## config.mk

```make
export PLATFORM = sky130hd
export DESIGN_NAME = binding_point_allocator
export DESIGN_NICKNAME = d
export VERILOG_FILES = /design/src/rtl/bpa_pkg.sv /design/src/rtl/bpa_ram.sv /design/src/rtl/bpa_front.sv /design/src/rtl/bpa_back.sv /design/src/rtl/binding_point_allocator.sv
export SDC_FILE = /design/constraint.sdc
export NUM_CORES = 2
export LEC_CHECK = 0
export BUFFER_PORTS_ARGS = -buffer_cell sky130_fd_sc_hd__buf_2
export CAP_MARGIN = 10
export CELL_PAD_IN_SITES_DETAIL_PLACEMENT = 1
export CELL_PAD_IN_SITES_GLOBAL_PLACEMENT = 1
export CORE_MARGIN = 2
export CORE_UTILIZATION = 40
export CTS_CLUSTER_DIAMETER = 100
export DETAILED_ROUTE_END_ITERATION = 10
export GPL_TIMING_DRIVEN = 0
export PLACE_DENSITY = 0.61
export SYNTH_ARGS = -nofsm -noshare
export SYNTH_HDL_FRONTEND = slang
export SYNTH_SLANG_ARGS = --single-unit
```

## constraint.sdc

```tcl
create_clock -name clk -period 8.86 [get_ports clk]
set_input_delay 1.329 -clock clk [delete_from_list [all_inputs] [get_ports clk]]
set_output_delay 1.329 -clock clk [all_outputs]
set_load 0.1 [all_outputs]
```

## src/rtl/bpa_pkg.sv

```systemverilog
// Types, constants and helper functions of the binding point allocator.
`default_nettype none
package bpa_pkg;

    localparam int unsigned CFG_BITS   = 6;
    localparam int unsigned POINT_BITS = 5;
    localparam int unsigned MASK_BITS  = 32;
    localparam int unsigned IKEY_BITS  = 32;

    // Register indexes of the configuration port.
    localparam logic [1:0] CFG_MAX_FIRST  = 2'd0;
    localparam logic [1:0] CFG_MAX_SECOND = 2'd1;

    localparam logic [CFG_BITS-1:0] CFG_RESET_MAX = 6'd32;

    // Item kinds.
    localparam logic KIND_REQUEST = 1'b0;
    localparam logic KIND_CLEAR   = 1'b1;

    typedef struct packed {
        logic                 kind;
        logic                 block_type;
        logic [IKEY_BITS-1:0] buffer_key;
        logic [MASK_BITS-1:0] avoid_mask;
    } req_item_t;

    typedef struct packed {
        logic [POINT_BITS-1:0] point;
        logic                  no_point;
        logic                  table_full;
    } rsp_item_t;

    // Head of the queue between the front and the back.
    typedef struct packed {
        logic      valid;
        req_item_t item;
    } queue_head_t;

    typedef struct packed {
        logic [CFG_BITS-1:0] max_first;
        logic [CFG_BITS-1:0] max_second;
    } cfg_regs_t;

    // Points at 32 and above cannot be forbidden by the mask.
    function automatic logic avoided_f(logic [MASK_BITS-1:0] mask, logic [5:0] p);
        logic res;
        res = (p < 6'd32) && mask[p[4:0]];
        return res;
    endfunction

endpackage
`default_nettype wire

```

## src/rtl/bpa_ram.sv

```systemverilog
// Generic single write port RAM with one registered read port.
`default_nettype none
module bpa_ram #(
    parameter int unsigned WIDTH = 8,
    parameter int unsigned DEPTH = 16
) (
    input  wire logic                                          clk,
    input  wire logic                                          we,
    input  wire logic [((DEPTH > 1) ? $clog2(DEPTH) : 1)-1:0] waddr,
    input  wire logic [WIDTH-1:0]                              wdata,
    input  wire logic [((DEPTH > 1) ? $clog2(DEPTH) : 1)-1:0] raddr,
    output logic      [WIDTH-1:0]                              rdata
);
    logic [WIDTH-1:0] mem [DEPTH];

    always_ff @(posedge clk)
    begin
        if (we)
        begin
            mem[waddr] <= wdata;
        end
        rdata <= mem[raddr];
    end
endmodule
`default_nettype wire

```

## src/rtl/bpa_front.sv

```systemverilog
// Input side: accepts request beats into a two-entry queue for the back end.
`default_nettype none
module bpa_front (
    input  wire logic                clk,
    input  wire logic                rst_n,
    input  wire logic                req_valid,
    output logic                     req_stall,
    input  wire bpa_pkg::req_item_t  req,
    output bpa_pkg::queue_head_t     head,
    input  wire logic                pop
);
    import bpa_pkg::*;

    req_item_t  q_reg [2];
    logic       wr_ptr_reg, wr_ptr_next;
    logic       rd_ptr_reg, rd_ptr_next;
    logic [1:0] cnt_reg, cnt_next;
    logic       push;
    logic       take;

    assign req_stall  = (cnt_reg == 2'd2);
    assign push       = req_valid && !req_stall;
    assign take       = pop && (cnt_reg != 2'd0);
    assign head.valid = (cnt_reg != 2'd0);
    assign head.item  = q_reg[rd_ptr_reg];

    always_comb
    begin
        wr_ptr_next = push ? ~wr_ptr_reg : wr_ptr_reg;
        rd_ptr_next = take ? ~rd_ptr_reg : rd_ptr_reg;
        cnt_next    = cnt_reg + {1'b0, push} - {1'b0, take};
    end

    always_ff @(posedge clk or negedge rst_n)
    begin
        if (!rst_n)
        begin
            wr_ptr_reg <= 1'b0;
            rd_ptr_reg <= 1'b0;
            cnt_reg    <= 2'd0;
        end
        else
        begin
            wr_ptr_reg <= wr_ptr_next;
            rd_ptr_reg <= rd_ptr_next;
            cnt_reg    <= cnt_next;
        end
    end

    always_ff @(posedge clk)
    begin
        if (push)
        begin
            q_reg[wr_ptr_reg] <= req;
        end
    end
endmodule
`default_nettype wire

```

## src/rtl/bpa_back.sv

```systemverilog
// Execution side: table lookup, fresh or least-used point choice and bookkeeping.
`default_nettype none
module bpa_back #(
    parameter int unsigned MAX_POINTS    = 32,
    parameter int unsigned TABLE_ENTRIES = 64,
    parameter int unsigned KEY_BITS      = 32,
    parameter int unsigned COUNT_BITS    = 16
) (
    input  wire logic                 clk,
    input  wire logic                 rst_n,
    input  wire bpa_pkg::cfg_regs_t   cfg,
    input  wire bpa_pkg::queue_head_t head,
    output logic                      pop,
    output logic                      rsp_valid,
    input  wire logic                 rsp_stall,
    output bpa_pkg::rsp_item_t        rsp
);
    import bpa_pkg::*;

    localparam int unsigned PW    = (MAX_POINTS > 1) ? $clog2(MAX_POINTS) : 1;
    localparam int unsigned LW    = $clog2(MAX_POINTS + 1);
    localparam int unsigned EW    = (TABLE_ENTRIES > 1) ? $clog2(TABLE_ENTRIES) : 1;
    localparam int unsigned FW    = $clog2(TABLE_ENTRIES + 1);
    localparam int unsigned CAW   = PW + 1;
    localparam int unsigned CDEP  = 2 << PW;
    localparam int unsigned EDW   = KEY_BITS + PW;

    typedef enum logic [3:0] {
        S_IDLE, S_LOOKUP, S_HITCHK, S_FRESH, S_MINSCAN, S_STEP, S_INC, S_REC, S_OUT
    } state_t;

    state_t                state_reg, state_next;
    logic                  t_reg, t_next;
    logic [KEY_BITS-1:0]   key_reg, key_next;
    logic [MASK_BITS-1:0]  mask_reg, mask_next;
    logic [LW-1:0]         lim_reg, lim_next;
    logic [EW-1:0]         idx_reg, idx_next;
    logic                  hit_reg, hit_next;
    logic [EW-1:0]         hidx_reg, hidx_next;
    logic [PW-1:0]         hp_reg, hp_next;
    logic [PW-1:0]         p_reg, p_next;
    logic [PW-1:0]         c_reg, c_next;
    logic [COUNT_BITS-1:0] best_reg, best_next;
    logic                  rec_reg, rec_next;
    logic                  full_reg, full_next;
    logic                  nopt_reg, nopt_next;
    logic [LW-1:0]         fresh_reg [2];
    logic [LW-1:0]         fresh_next [2];
    logic [FW-1:0]         fill_reg, fill_next;
    logic [CDEP-1:0]       cvld_reg, cvld_next;
    logic                  rsp_valid_reg, rsp_valid_next;
    rsp_item_t             rsp_reg, rsp_next;

    logic [CAW-1:0]        c_raddr, c_waddr;
    logic                  c_we;
    logic [COUNT_BITS-1:0] c_wdata, c_rdata, cval;
    logic [EW-1:0]         e_waddr;
    logic                  e_we;
    logic [EDW-1:0]        e_wdata, e_rdata;
    logic [CFG_BITS-1:0]   cfg_sel;
    logic [63:0]           low_mask;
    logic                  any_free;
    logic [LW-1:0]         fresh_cur;
    logic [KEY_BITS-1:0]   in_key;

    // Use counts of both types, one row per (type, point).
    bpa_ram #(.WIDTH(COUNT_BITS), .DEPTH(CDEP)) u_count_ram (
        .clk   (clk),
        .we    (c_we),
        .waddr (c_waddr),
        .wdata (c_wdata),
        .raddr (c_raddr),
        .rdata (c_rdata)
    );

    // Id table: key and point of each recorded buffer.
    bpa_ram #(.WIDTH(EDW), .DEPTH(TABLE_ENTRIES)) u_entry_ram (
        .clk   (clk),
        .we    (e_we),
        .waddr (e_waddr),
        .wdata (e_wdata),
        .raddr (idx_next),
        .rdata (e_rdata)
    );

    assign c_raddr   = {t_next, c_next};
    assign c_waddr   = {t_reg, c_reg};
    assign cval      = cvld_reg[{t_reg, c_reg}] ? c_rdata : '0;
    assign low_mask  = (64'd1 << lim_reg) - 64'd1;
    assign any_free  = |({32'hFFFF_FFFF, ~mask_reg} & low_mask);
    assign fresh_cur = fresh_reg[t_reg];
    assign in_key    = KEY_BITS'(head.item.buffer_key);
    assign cfg_sel   = head.item.block_type ? cfg.max_second : cfg.max_first;
    assign rsp_valid = rsp_valid_reg;
    assign rsp       = rsp_reg;

    always_comb
    begin
        state_next     = state_reg;
        t_next         = t_reg;
        key_next       = key_reg;
        mask_next      = mask_reg;
        lim_next       = lim_reg;
        idx_next       = idx_reg;
        hit_next       = hit_reg;
        hidx_next      = hidx_reg;
        hp_next        = hp_reg;
        p_next         = p_reg;
        c_next         = c_reg;
        best_next      = best_reg;
        rec_next       = rec_reg;
        full_next      = full_reg;
        nopt_next      = nopt_reg;
        fresh_next     = fresh_reg;
        fill_next      = fill_reg;
        cvld_next      = cvld_reg;
        rsp_next       = rsp_reg;
        rsp_valid_next = rsp_valid_reg && rsp_stall;
        pop            = 1'b0;
        c_we           = 1'b0;
        c_wdata        = (cval == {COUNT_BITS{1'b1}}) ? cval : cval + COUNT_BITS'(1);
        e_we           = 1'b0;
        e_waddr        = hidx_reg;
        e_wdata        = {key_reg, p_reg};

        case (state_reg)
            S_IDLE:
            begin
                if (head.valid)
                begin
                    pop = 1'b1;
                    if (head.item.kind == KIND_CLEAR)
                    begin
                        fresh_next[0] = '0;
                        fresh_next[1] = '0;
                        fill_next     = '0;
                        cvld_next     = '0;
                    end
                    else
                    begin
                        t_next    = head.item.block_type;
                        key_next  = in_key;
                        mask_next = head.item.avoid_mask;
                        lim_next  = ({1'b0, cfg_sel} > 7'(MAX_POINTS)) ?
                                    LW'(MAX_POINTS) : LW'(cfg_sel);
                        hit_next  = 1'b0;
                        full_next = 1'b0;
                        nopt_next = 1'b0;
                        rec_next  = 1'b0;
                        idx_next  = '0;
                        if ((in_key != '0) && (fill_reg != '0))
                        begin
                            state_next = S_LOOKUP;
                        end
                        else
                        begin
                            state_next = S_FRESH;
                        end
                    end
                end
            end
            S_LOOKUP:
            begin
                if (e_rdata[EDW-1 -: KEY_BITS] == key_reg)
                begin
                    hit_next   = 1'b1;
                    hidx_next  = idx_reg;
                    hp_next    = e_rdata[PW-1:0];
                    state_next = S_HITCHK;
                end
                else if ((FW'(idx_reg) + FW'(1)) == fill_reg)
                begin
                    state_next = S_FRESH;
                end
                else
                begin
                    idx_next = idx_reg + EW'(1);
                end
            end
            S_HITCHK:
            begin
                if ((LW'(hp_reg) < lim_reg) && !avoided_f(mask_reg, 6'(hp_reg)))
                begin
                    p_next     = hp_reg;
                    c_next     = hp_reg;
                    rec_next   = 1'b0;
                    state_next = S_INC;
                end
                else
                begin
                    state_next = S_FRESH;
                end
            end
            S_FRESH:
            begin
                rec_next = (key_reg != '0);
                if ((fresh_cur < lim_reg) && !avoided_f(mask_reg, 6'(fresh_cur)))
                begin
                    p_next            = PW'(fresh_cur);
                    c_next            = PW'(fresh_cur);
                    fresh_next[t_reg] = fresh_cur + LW'(1);
                    state_next        = S_INC;
                end
                else if (!any_free)
                begin
                    nopt_next  = 1'b1;
                    rec_next   = 1'b0;
                    p_next     = '0;
                    state_next = S_OUT;
                end
                else
                begin
                    c_next     = '0;
                    state_next = S_MINSCAN;
                end
            end
            S_MINSCAN:
            begin
                if ((c_reg == '0) || (cval < best_reg))
                begin
                    best_next = cval;
                    p_next    = c_reg;
                end
                if ((LW'(c_reg) + LW'(1)) == lim_reg)
                begin
                    state_next = S_STEP;
                end
                else
                begin
                    c_next = c_reg + PW'(1);
                end
            end
            S_STEP:
            begin
                if (avoided_f(mask_reg, 6'(p_reg)))
                begin
                    p_next = ((LW'(p_reg) + LW'(1)) >= lim_reg) ? '0 : p_reg + PW'(1);
                end
                else
                begin
                    c_next     = p_reg;
                    state_next = S_INC;
                end
            end
            S_INC:
            begin
                c_we                      = 1'b1;
                cvld_next[{t_reg, c_reg}] = 1'b1;
                state_next                = rec_reg ? S_REC : S_OUT;
            end
            S_REC:
            begin
                if (hit_reg)
                begin
                    e_we = 1'b1;
                end
                else if (fill_reg < FW'(TABLE_ENTRIES))
                begin
                    e_we      = 1'b1;
                    e_waddr   = EW'(fill_reg);
                    fill_next = fill_reg + FW'(1);
                end
                else
                begin
                    full_next = 1'b1;
                end
                state_next = S_OUT;
            end
            S_OUT:
            begin
                if (!rsp_valid_reg || !rsp_stall)
                begin
                    rsp_valid_next      = 1'b1;
                    rsp_next.point      = POINT_BITS'(p_reg);
                    rsp_next.no_point   = nopt_reg;
                    rsp_next.table_full = full_reg;
                    state_next          = S_IDLE;
                end
            end
            default:
            begin
                state_next = S_IDLE;
            end
        endcase
    end

    always_ff @(posedge clk or negedge rst_n)
    begin
        if (!rst_n)
        begin
            state_reg     <= S_IDLE;
            t_reg         <= 1'b0;
            key_reg       <= '0;
            mask_reg      <= '0;
            lim_reg       <= '0;
            idx_reg       <= '0;
            hit_reg       <= 1'b0;
            hidx_reg      <= '0;
            hp_reg        <= '0;
            p_reg         <= '0;
            c_reg         <= '0;
            best_reg      <= '0;
            rec_reg       <= 1'b0;
            full_reg      <= 1'b0;
            nopt_reg      <= 1'b0;
            fresh_reg[0]  <= '0;
            fresh_reg[1]  <= '0;
            fill_reg      <= '0;
            cvld_reg      <= '0;
            rsp_valid_reg <= 1'b0;
            rsp_reg       <= '0;
        end
        else
        begin
            state_reg     <= state_next;
            t_reg         <= t_next;
            key_reg       <= key_next;
            mask_reg      <= mask_next;
            lim_reg       <= lim_next;
            idx_reg       <= idx_next;
            hit_reg       <= hit_next;
            hidx_reg      <= hidx_next;
            hp_reg        <= hp_next;
            p_reg         <= p_next;
            c_reg         <= c_next;
            best_reg      <= best_next;
            rec_reg       <= rec_next;
            full_reg      <= full_next;
            nopt_reg      <= nopt_next;
            fresh_reg     <= fresh_next;
            fill_reg      <= fill_next;
            cvld_reg      <= cvld_next;
            rsp_valid_reg <= rsp_valid_next;
            rsp_reg       <= rsp_next;
        end
    end
endmodule
`default_nettype wire

```

## src/rtl/binding_point_allocator.sv

```systemverilog
// Top level of the binding point allocator: configuration registers and the two halves.
`default_nettype none
// The allocator hands out binding points to buffer blocks of two types. Each
// request beat names the type, a buffer key (zero means unresolved) and a mask
// of points that must not be returned; it yields exactly one result beat,
// while a clear beat resets all allocation state and yields none. A recorded
// key whose point is still usable is reused; otherwise the type's next fresh
// point is taken, and failing that the first least-used point, stepped past
// avoided points with wrap-around. Beats enter a two-beat queue, so the input
// side keeps accepting, until the queue is full, while the back end works and
// while a result waits in the output register. During a request the id table
// is scanned one entry per cycle through its RAM read port (up to the number
// of recorded keys), and the least-used search reads one use count per cycle
// from the count RAM and then steps past avoided points one per cycle. The id
// table needs no clearing pass; recorded entries always form a prefix tracked
// by a fill count. The limits per type are to be written through the
// configuration port only while idle (the block itself does not enforce this)
// and are clamped to MAX_POINTS.
module binding_point_allocator #(
    parameter int unsigned MAX_POINTS    = 32,
    parameter int unsigned TABLE_ENTRIES = 64,
    parameter int unsigned KEY_BITS      = 32,
    parameter int unsigned COUNT_BITS    = 16
) (
    input  wire logic               clk,
    input  wire logic               rst_n,
    input  wire logic               req_valid,
    output logic                    req_stall,
    input  wire bpa_pkg::req_item_t req,
    output logic                    rsp_valid,
    input  wire logic               rsp_stall,
    output bpa_pkg::rsp_item_t      rsp,
    input  wire logic               cfg_we,
    input  wire logic [1:0]         cfg_index,
    input  wire logic [5:0]         cfg_data
);
    import bpa_pkg::*;

    cfg_regs_t   cfg_reg, cfg_next;
    queue_head_t head;
    logic        pop;

    // Writes to an index beyond the two limit registers are ignored.
    always_comb
    begin
        cfg_next = cfg_reg;
        if (cfg_we)
        begin
            case (cfg_index)
                CFG_MAX_FIRST:  cfg_next.max_first  = cfg_data;
                CFG_MAX_SECOND: cfg_next.max_second = cfg_data;
                default:        cfg_next = cfg_reg;
            endcase
        end
    end

    always_ff @(posedge clk or negedge rst_n)
    begin
        if (!rst_n)
        begin
            cfg_reg.max_first  <= CFG_RESET_MAX;
            cfg_reg.max_second <= CFG_RESET_MAX;
        end
        else
        begin
            cfg_reg <= cfg_next;
        end
    end

    // The front end queues incoming beats; the back end pops them one at a time.
    bpa_front u_front (
        .clk       (clk),
        .rst_n     (rst_n),
        .req_valid (req_valid),
        .req_stall (req_stall),
        .req       (req),
        .head      (head),
        .pop       (pop)
    );

    bpa_back #(
        .MAX_POINTS    (MAX_POINTS),
        .TABLE_ENTRIES (TABLE_ENTRIES),
        .KEY_BITS      (KEY_BITS),
        .COUNT_BITS    (COUNT_BITS)
    ) u_back (
        .clk       (clk),
        .rst_n     (rst_n),
        .cfg       (cfg_reg),
        .head      (head),
        .pop       (pop),
        .rsp_valid (rsp_valid),
        .rsp_stall (rsp_stall),
        .rsp       (rsp)
    );
endmodule
`default_nettype wire

```

==> out/results.tsv <==
stage	metric	value	unit
run_status	status	finished, violations left	
run_status	failing checks	max-capacitance violations, max-slew violations	
synth	Synth Area in Compound Gates	5.73	%
timing	Final Setup Violations	0	
place	Buffers on Ports	87	
global_route	first-pass GRT wire length	769	mm
clock_network	worst skew pair latency	970	ps
clock_network	quantity of hold-fixing buffers added after cts	0	
synth	ys async rst share	6.02	%
synth	Post-Synthesis Cell Area	153000	sq um
power	Leak Pwr	63.5	nW
final_layout	layout cell share with drive strength beyond 1	11.8	%
timing	Worst Tran Pin Value	1500	ps
timing	Final Skew	50.8	ps
synth	Yosys top cell area share	68.9	%
synth	simple-gate share of the synthesized area	13.6	%
timing	Final Slew Violations	2	
place	placed cells	16800	
global_route	All-Layer GR Usage	27.5	%
place	RePlAce Congestion	0.945	
clock_network	CTS clock-pin slew for the worst setup and hold paths	60	ps
routing	Iteration-0 DRC Markers	12600	
floorplan	die height	623	um
timing	setup ws final	29.3	ps
routing	Pre-antenna DRT Iters	8	
final_layout	Finished Cell Area	179000	sq um
synth	synth cell count leaders	3524 x edfxtp_1, 2885 x nand2_1, 1237 x nand3_1	
worst_setup_path	Worst Path Required	9750	ps
final_layout	max FFs per register	2368	
power	Reg power frac	30.7	%
worst_setup_path	Crit Path Class	flop to flop	
job	max-cap violations	1	
synth	Syn Area/Cell	13.5	sq um
routing	WL per Instance	31.1	um
synth	largest family of logic cells by synthesized area	simple AND/OR/NAND/NOR gates	
worst_setup_path	WP buf/inv	5	
floorplan	core footprint	382000	sq um
synth	most frequent cell after synthesis	edfxtp_1	
synth	post-synthesis adder-cell area fraction	0.334	%
timing	RSZ-0062 raised after global routing	false	
worst_setup_path	critical path startpoint category	flop	
synth	synth warn	0	
timing	fmax	113	MHz
clock_network	H-tree depth	5	
floorplan	initial core utilization	40.2	%
worst_setup_path	Worst path top cell family by delay	buffers and inverters	
clock_network	clock sinks	3806	
synth	area leader, netlist	edfxtp_1	
synth	Synth Flop Type	edfxtp_1	
routing	Residual DRC	0	
floorplan	DIE WIDTH	623	um
worst_setup_path	worst-path cell chain	buf_16, xnor2_1, nand4_1, nor4_1, nand2_1, nand3_1, o221a_2, clkbuf_1, clkbuf_2, clkbuf_1, clkbuf_1, nand2_1, nand3_1, nand3_1, a31oi_1, a22oi_1, nand2_1	
clock_network	CTS resizes	7	
global_route	largest net degree at the start of global routing	108	
global_route	GRT Residual Overflow	0	
final_layout	Final Instance Count excl. Fillers	17500	
clock_network	setup bufs post-CTS	0	
synth	Mapped Cells	11400	
worst_setup_path	delay of the slowest critical-path stage	1200	ps
timing	Period minus WS final	8830	ps
timing	max_slew headroom	-0.655	%
clock_network	Num CTS Buffers	399	
synth	synth unique cells	97	
worst_setup_path	Worst Setup End Kind	flop	
power	clock share of power	22.0	%
global_route	vias in the first global route	104000	
place	Cell Area, Placed	166000	sq um
place	dpl ws	-286	ps
power	switching pwr	0.0358	W
global_route	initial antenna violation count	66	
place	Detailed Place HPWL	391	mm
timing	Period Utilization, post-route	99.7	%
power	Design Power	0.0770	W
power	pwr dens	430	nW/um^2
routing	DR vias	103000	
worst_setup_path	Slowest-stage cell, CP	a31oi_1	
worst_setup_path	WP data arrival	9720	ps
timing	setup_tns	0	ps
clock_network	CTS tree	yes	
synth	syn nets	11500	
power	Switching Fraction	46.5	%
worst_setup_path	crit-path max FO	65	
hold_path	Hold Path Class	input port to asynchronous set/reset pin	
timing	Hold Vio Cnt, Final	0	
floorplan	Core Rows	227	
synth	Synth Area in XOR/XNOR	0.483	%
routing	vias per std cell	5.85	
power	Internal	0.0412	W
clock_network	Clock Path Buffers	4	
routing	Post-DRT Antenna Nets	0	
floorplan	num ports	88	
synth	Synth Register Bits	3806	
final_layout	nets	12200	
clock_network	Root Buffer	clkbuf_16	
final_layout	area grow syn2layout	16.8	%
synth	post-synthesis sequential area ratio	73.4	%
synth	top area cells in the synthesized netlist	edfxtp_1 69%, nand2_1 7.1%, nand3_1 4.0%	
routing	WL final	545	mm
power	VDD IR max	0.253	mV
power	Combinational Power Share	47.3	%
final_layout	fill count	38100	
floorplan	die area	389000	sq um
synth	number of flops mapped to enable cells by yosys	3524	
synth	post-synthesis mux area share	4.32	%
cell type report:
type | count | area, sq um | area share [%]
clock buffers | 497 | 10700 | 5.96
inverters | 66 | 249 | 0.139
repair buffers | 329 | 5150 | 2.87
diodes | 26 | 65.1 | 0.0363
clock inverters | 249 | 2420 | 1.35
flip-flops and latches | 3806 | 113000 | 62.9
plain buffers | 743 | 3120 | 1.74
well taps | 5038 | 6300 | 3.52
multi-input cells | 6780 | 38500 | 21.5
path summary, 6_finish.rpt:
check                      cells past startpoint                   startpoint                            to  slack [ps]
max in group asynchronous                      2                        rst_n            u_back.key_reg[25]        7680
setup reg to reg                              17           u_back.key_reg[31]  u_back.u_entry_ram.rdata[13]          30
hold / removal                                 1                        rst_n           u_back.mask_reg[23]         260
min in group clk                               1  u_back.u_entry_ram.rdata[0]              u_back.hp_reg[0]         470
hold reg to reg                                1  u_back.u_entry_ram.rdata[0]              u_back.hp_reg[0]         470
setup / recovery                              17           u_back.key_reg[31]  u_back.u_entry_ram.rdata[13]          30
stage by stage:
step	hold WS (ps)	utilization (%)
after detailed placement	451	43.4
after floorplan	440	-
after global routing	262	46.9
after global placement	455	41.9
final	260	46.9
after CTS	223	46.9
per-layer routing:
layer	GRT usage [%]	share of wire (%)	vias up
met5	0	0.015	-
met4	9.01	3.5	12
met3	4.46	7.8	742
met2	43.1	46	4060
met1	39.1	43	53700
li1	-	-	44100
kinds of logic after synthesis:
kind of cell | after synthesis
AOI/OAI and AO/OA | 1229
xor gates and xnor gates | 83
adders and majority gates | 41
buffers and inverters | 809
DFF | 3806
muxes | 622
and+or+nand+nor | 4805
worst reg2reg max path, stage by stage, from the launching register on:
cell and delay (ps):
dfrtp_4 530, buf_16 190, xnor2_1 760, nand4_1 190
nor4_1 510, nand2_1 590, nand3_1 510, o221a_2 250
clkbuf_1 690, clkbuf_2 730, clkbuf_1 1080, clkbuf_1 540
nand2_1 120, nand3_1 110, nand3_1 90, a31oi_1 1200
a22oi_1 540, nand2_1 150
power by group through the flow:
stage | Combinational [W] | Sequential [W] | Clock [W]
floorplan | 0.0172 | 0.0238 | 0
global placement | 0.0323 | 0.0258 | 0
detailed placement | 0.0356 | 0.0240 | 0
CTS | 0.0358 | 0.0236 | 0.0172
global route | 0.0381 | 0.0237 | 0.0178
finish | 0.0364 | 0.0236 | 0.0170
layout by cell type (no fill, tap or decap), types with 40 or more instances in the layout:
cell,count
nor2_2,64
a311oi_1,332
buf_4,41
nor4_1,107
clkinv_2,87
mux2_2,148
buf_16,84
o22ai_1,99
o21ai_0,125
buf_12,51
nand3_1,1234
bufinv_16,40
ha_1,41
buf_2,193
buf_8,74
clkbuf_1,618
a22oi_1,90
nand2_1,2881
mux2i_1,455
clkbuf_16,408
a211oi_1,46
dfrtp_1,190
and3_1,159
a31oi_1,154
a21o_1,69
nor2_4,66
nor2_1,74
xnor2_1,55
a21oi_1,154
edfxtp_1,3524
dfxtp_1,53
clkinv_1,87
buf_1,43
and2_1,56
inv_1,59
(Power assumes the default switching activity.)
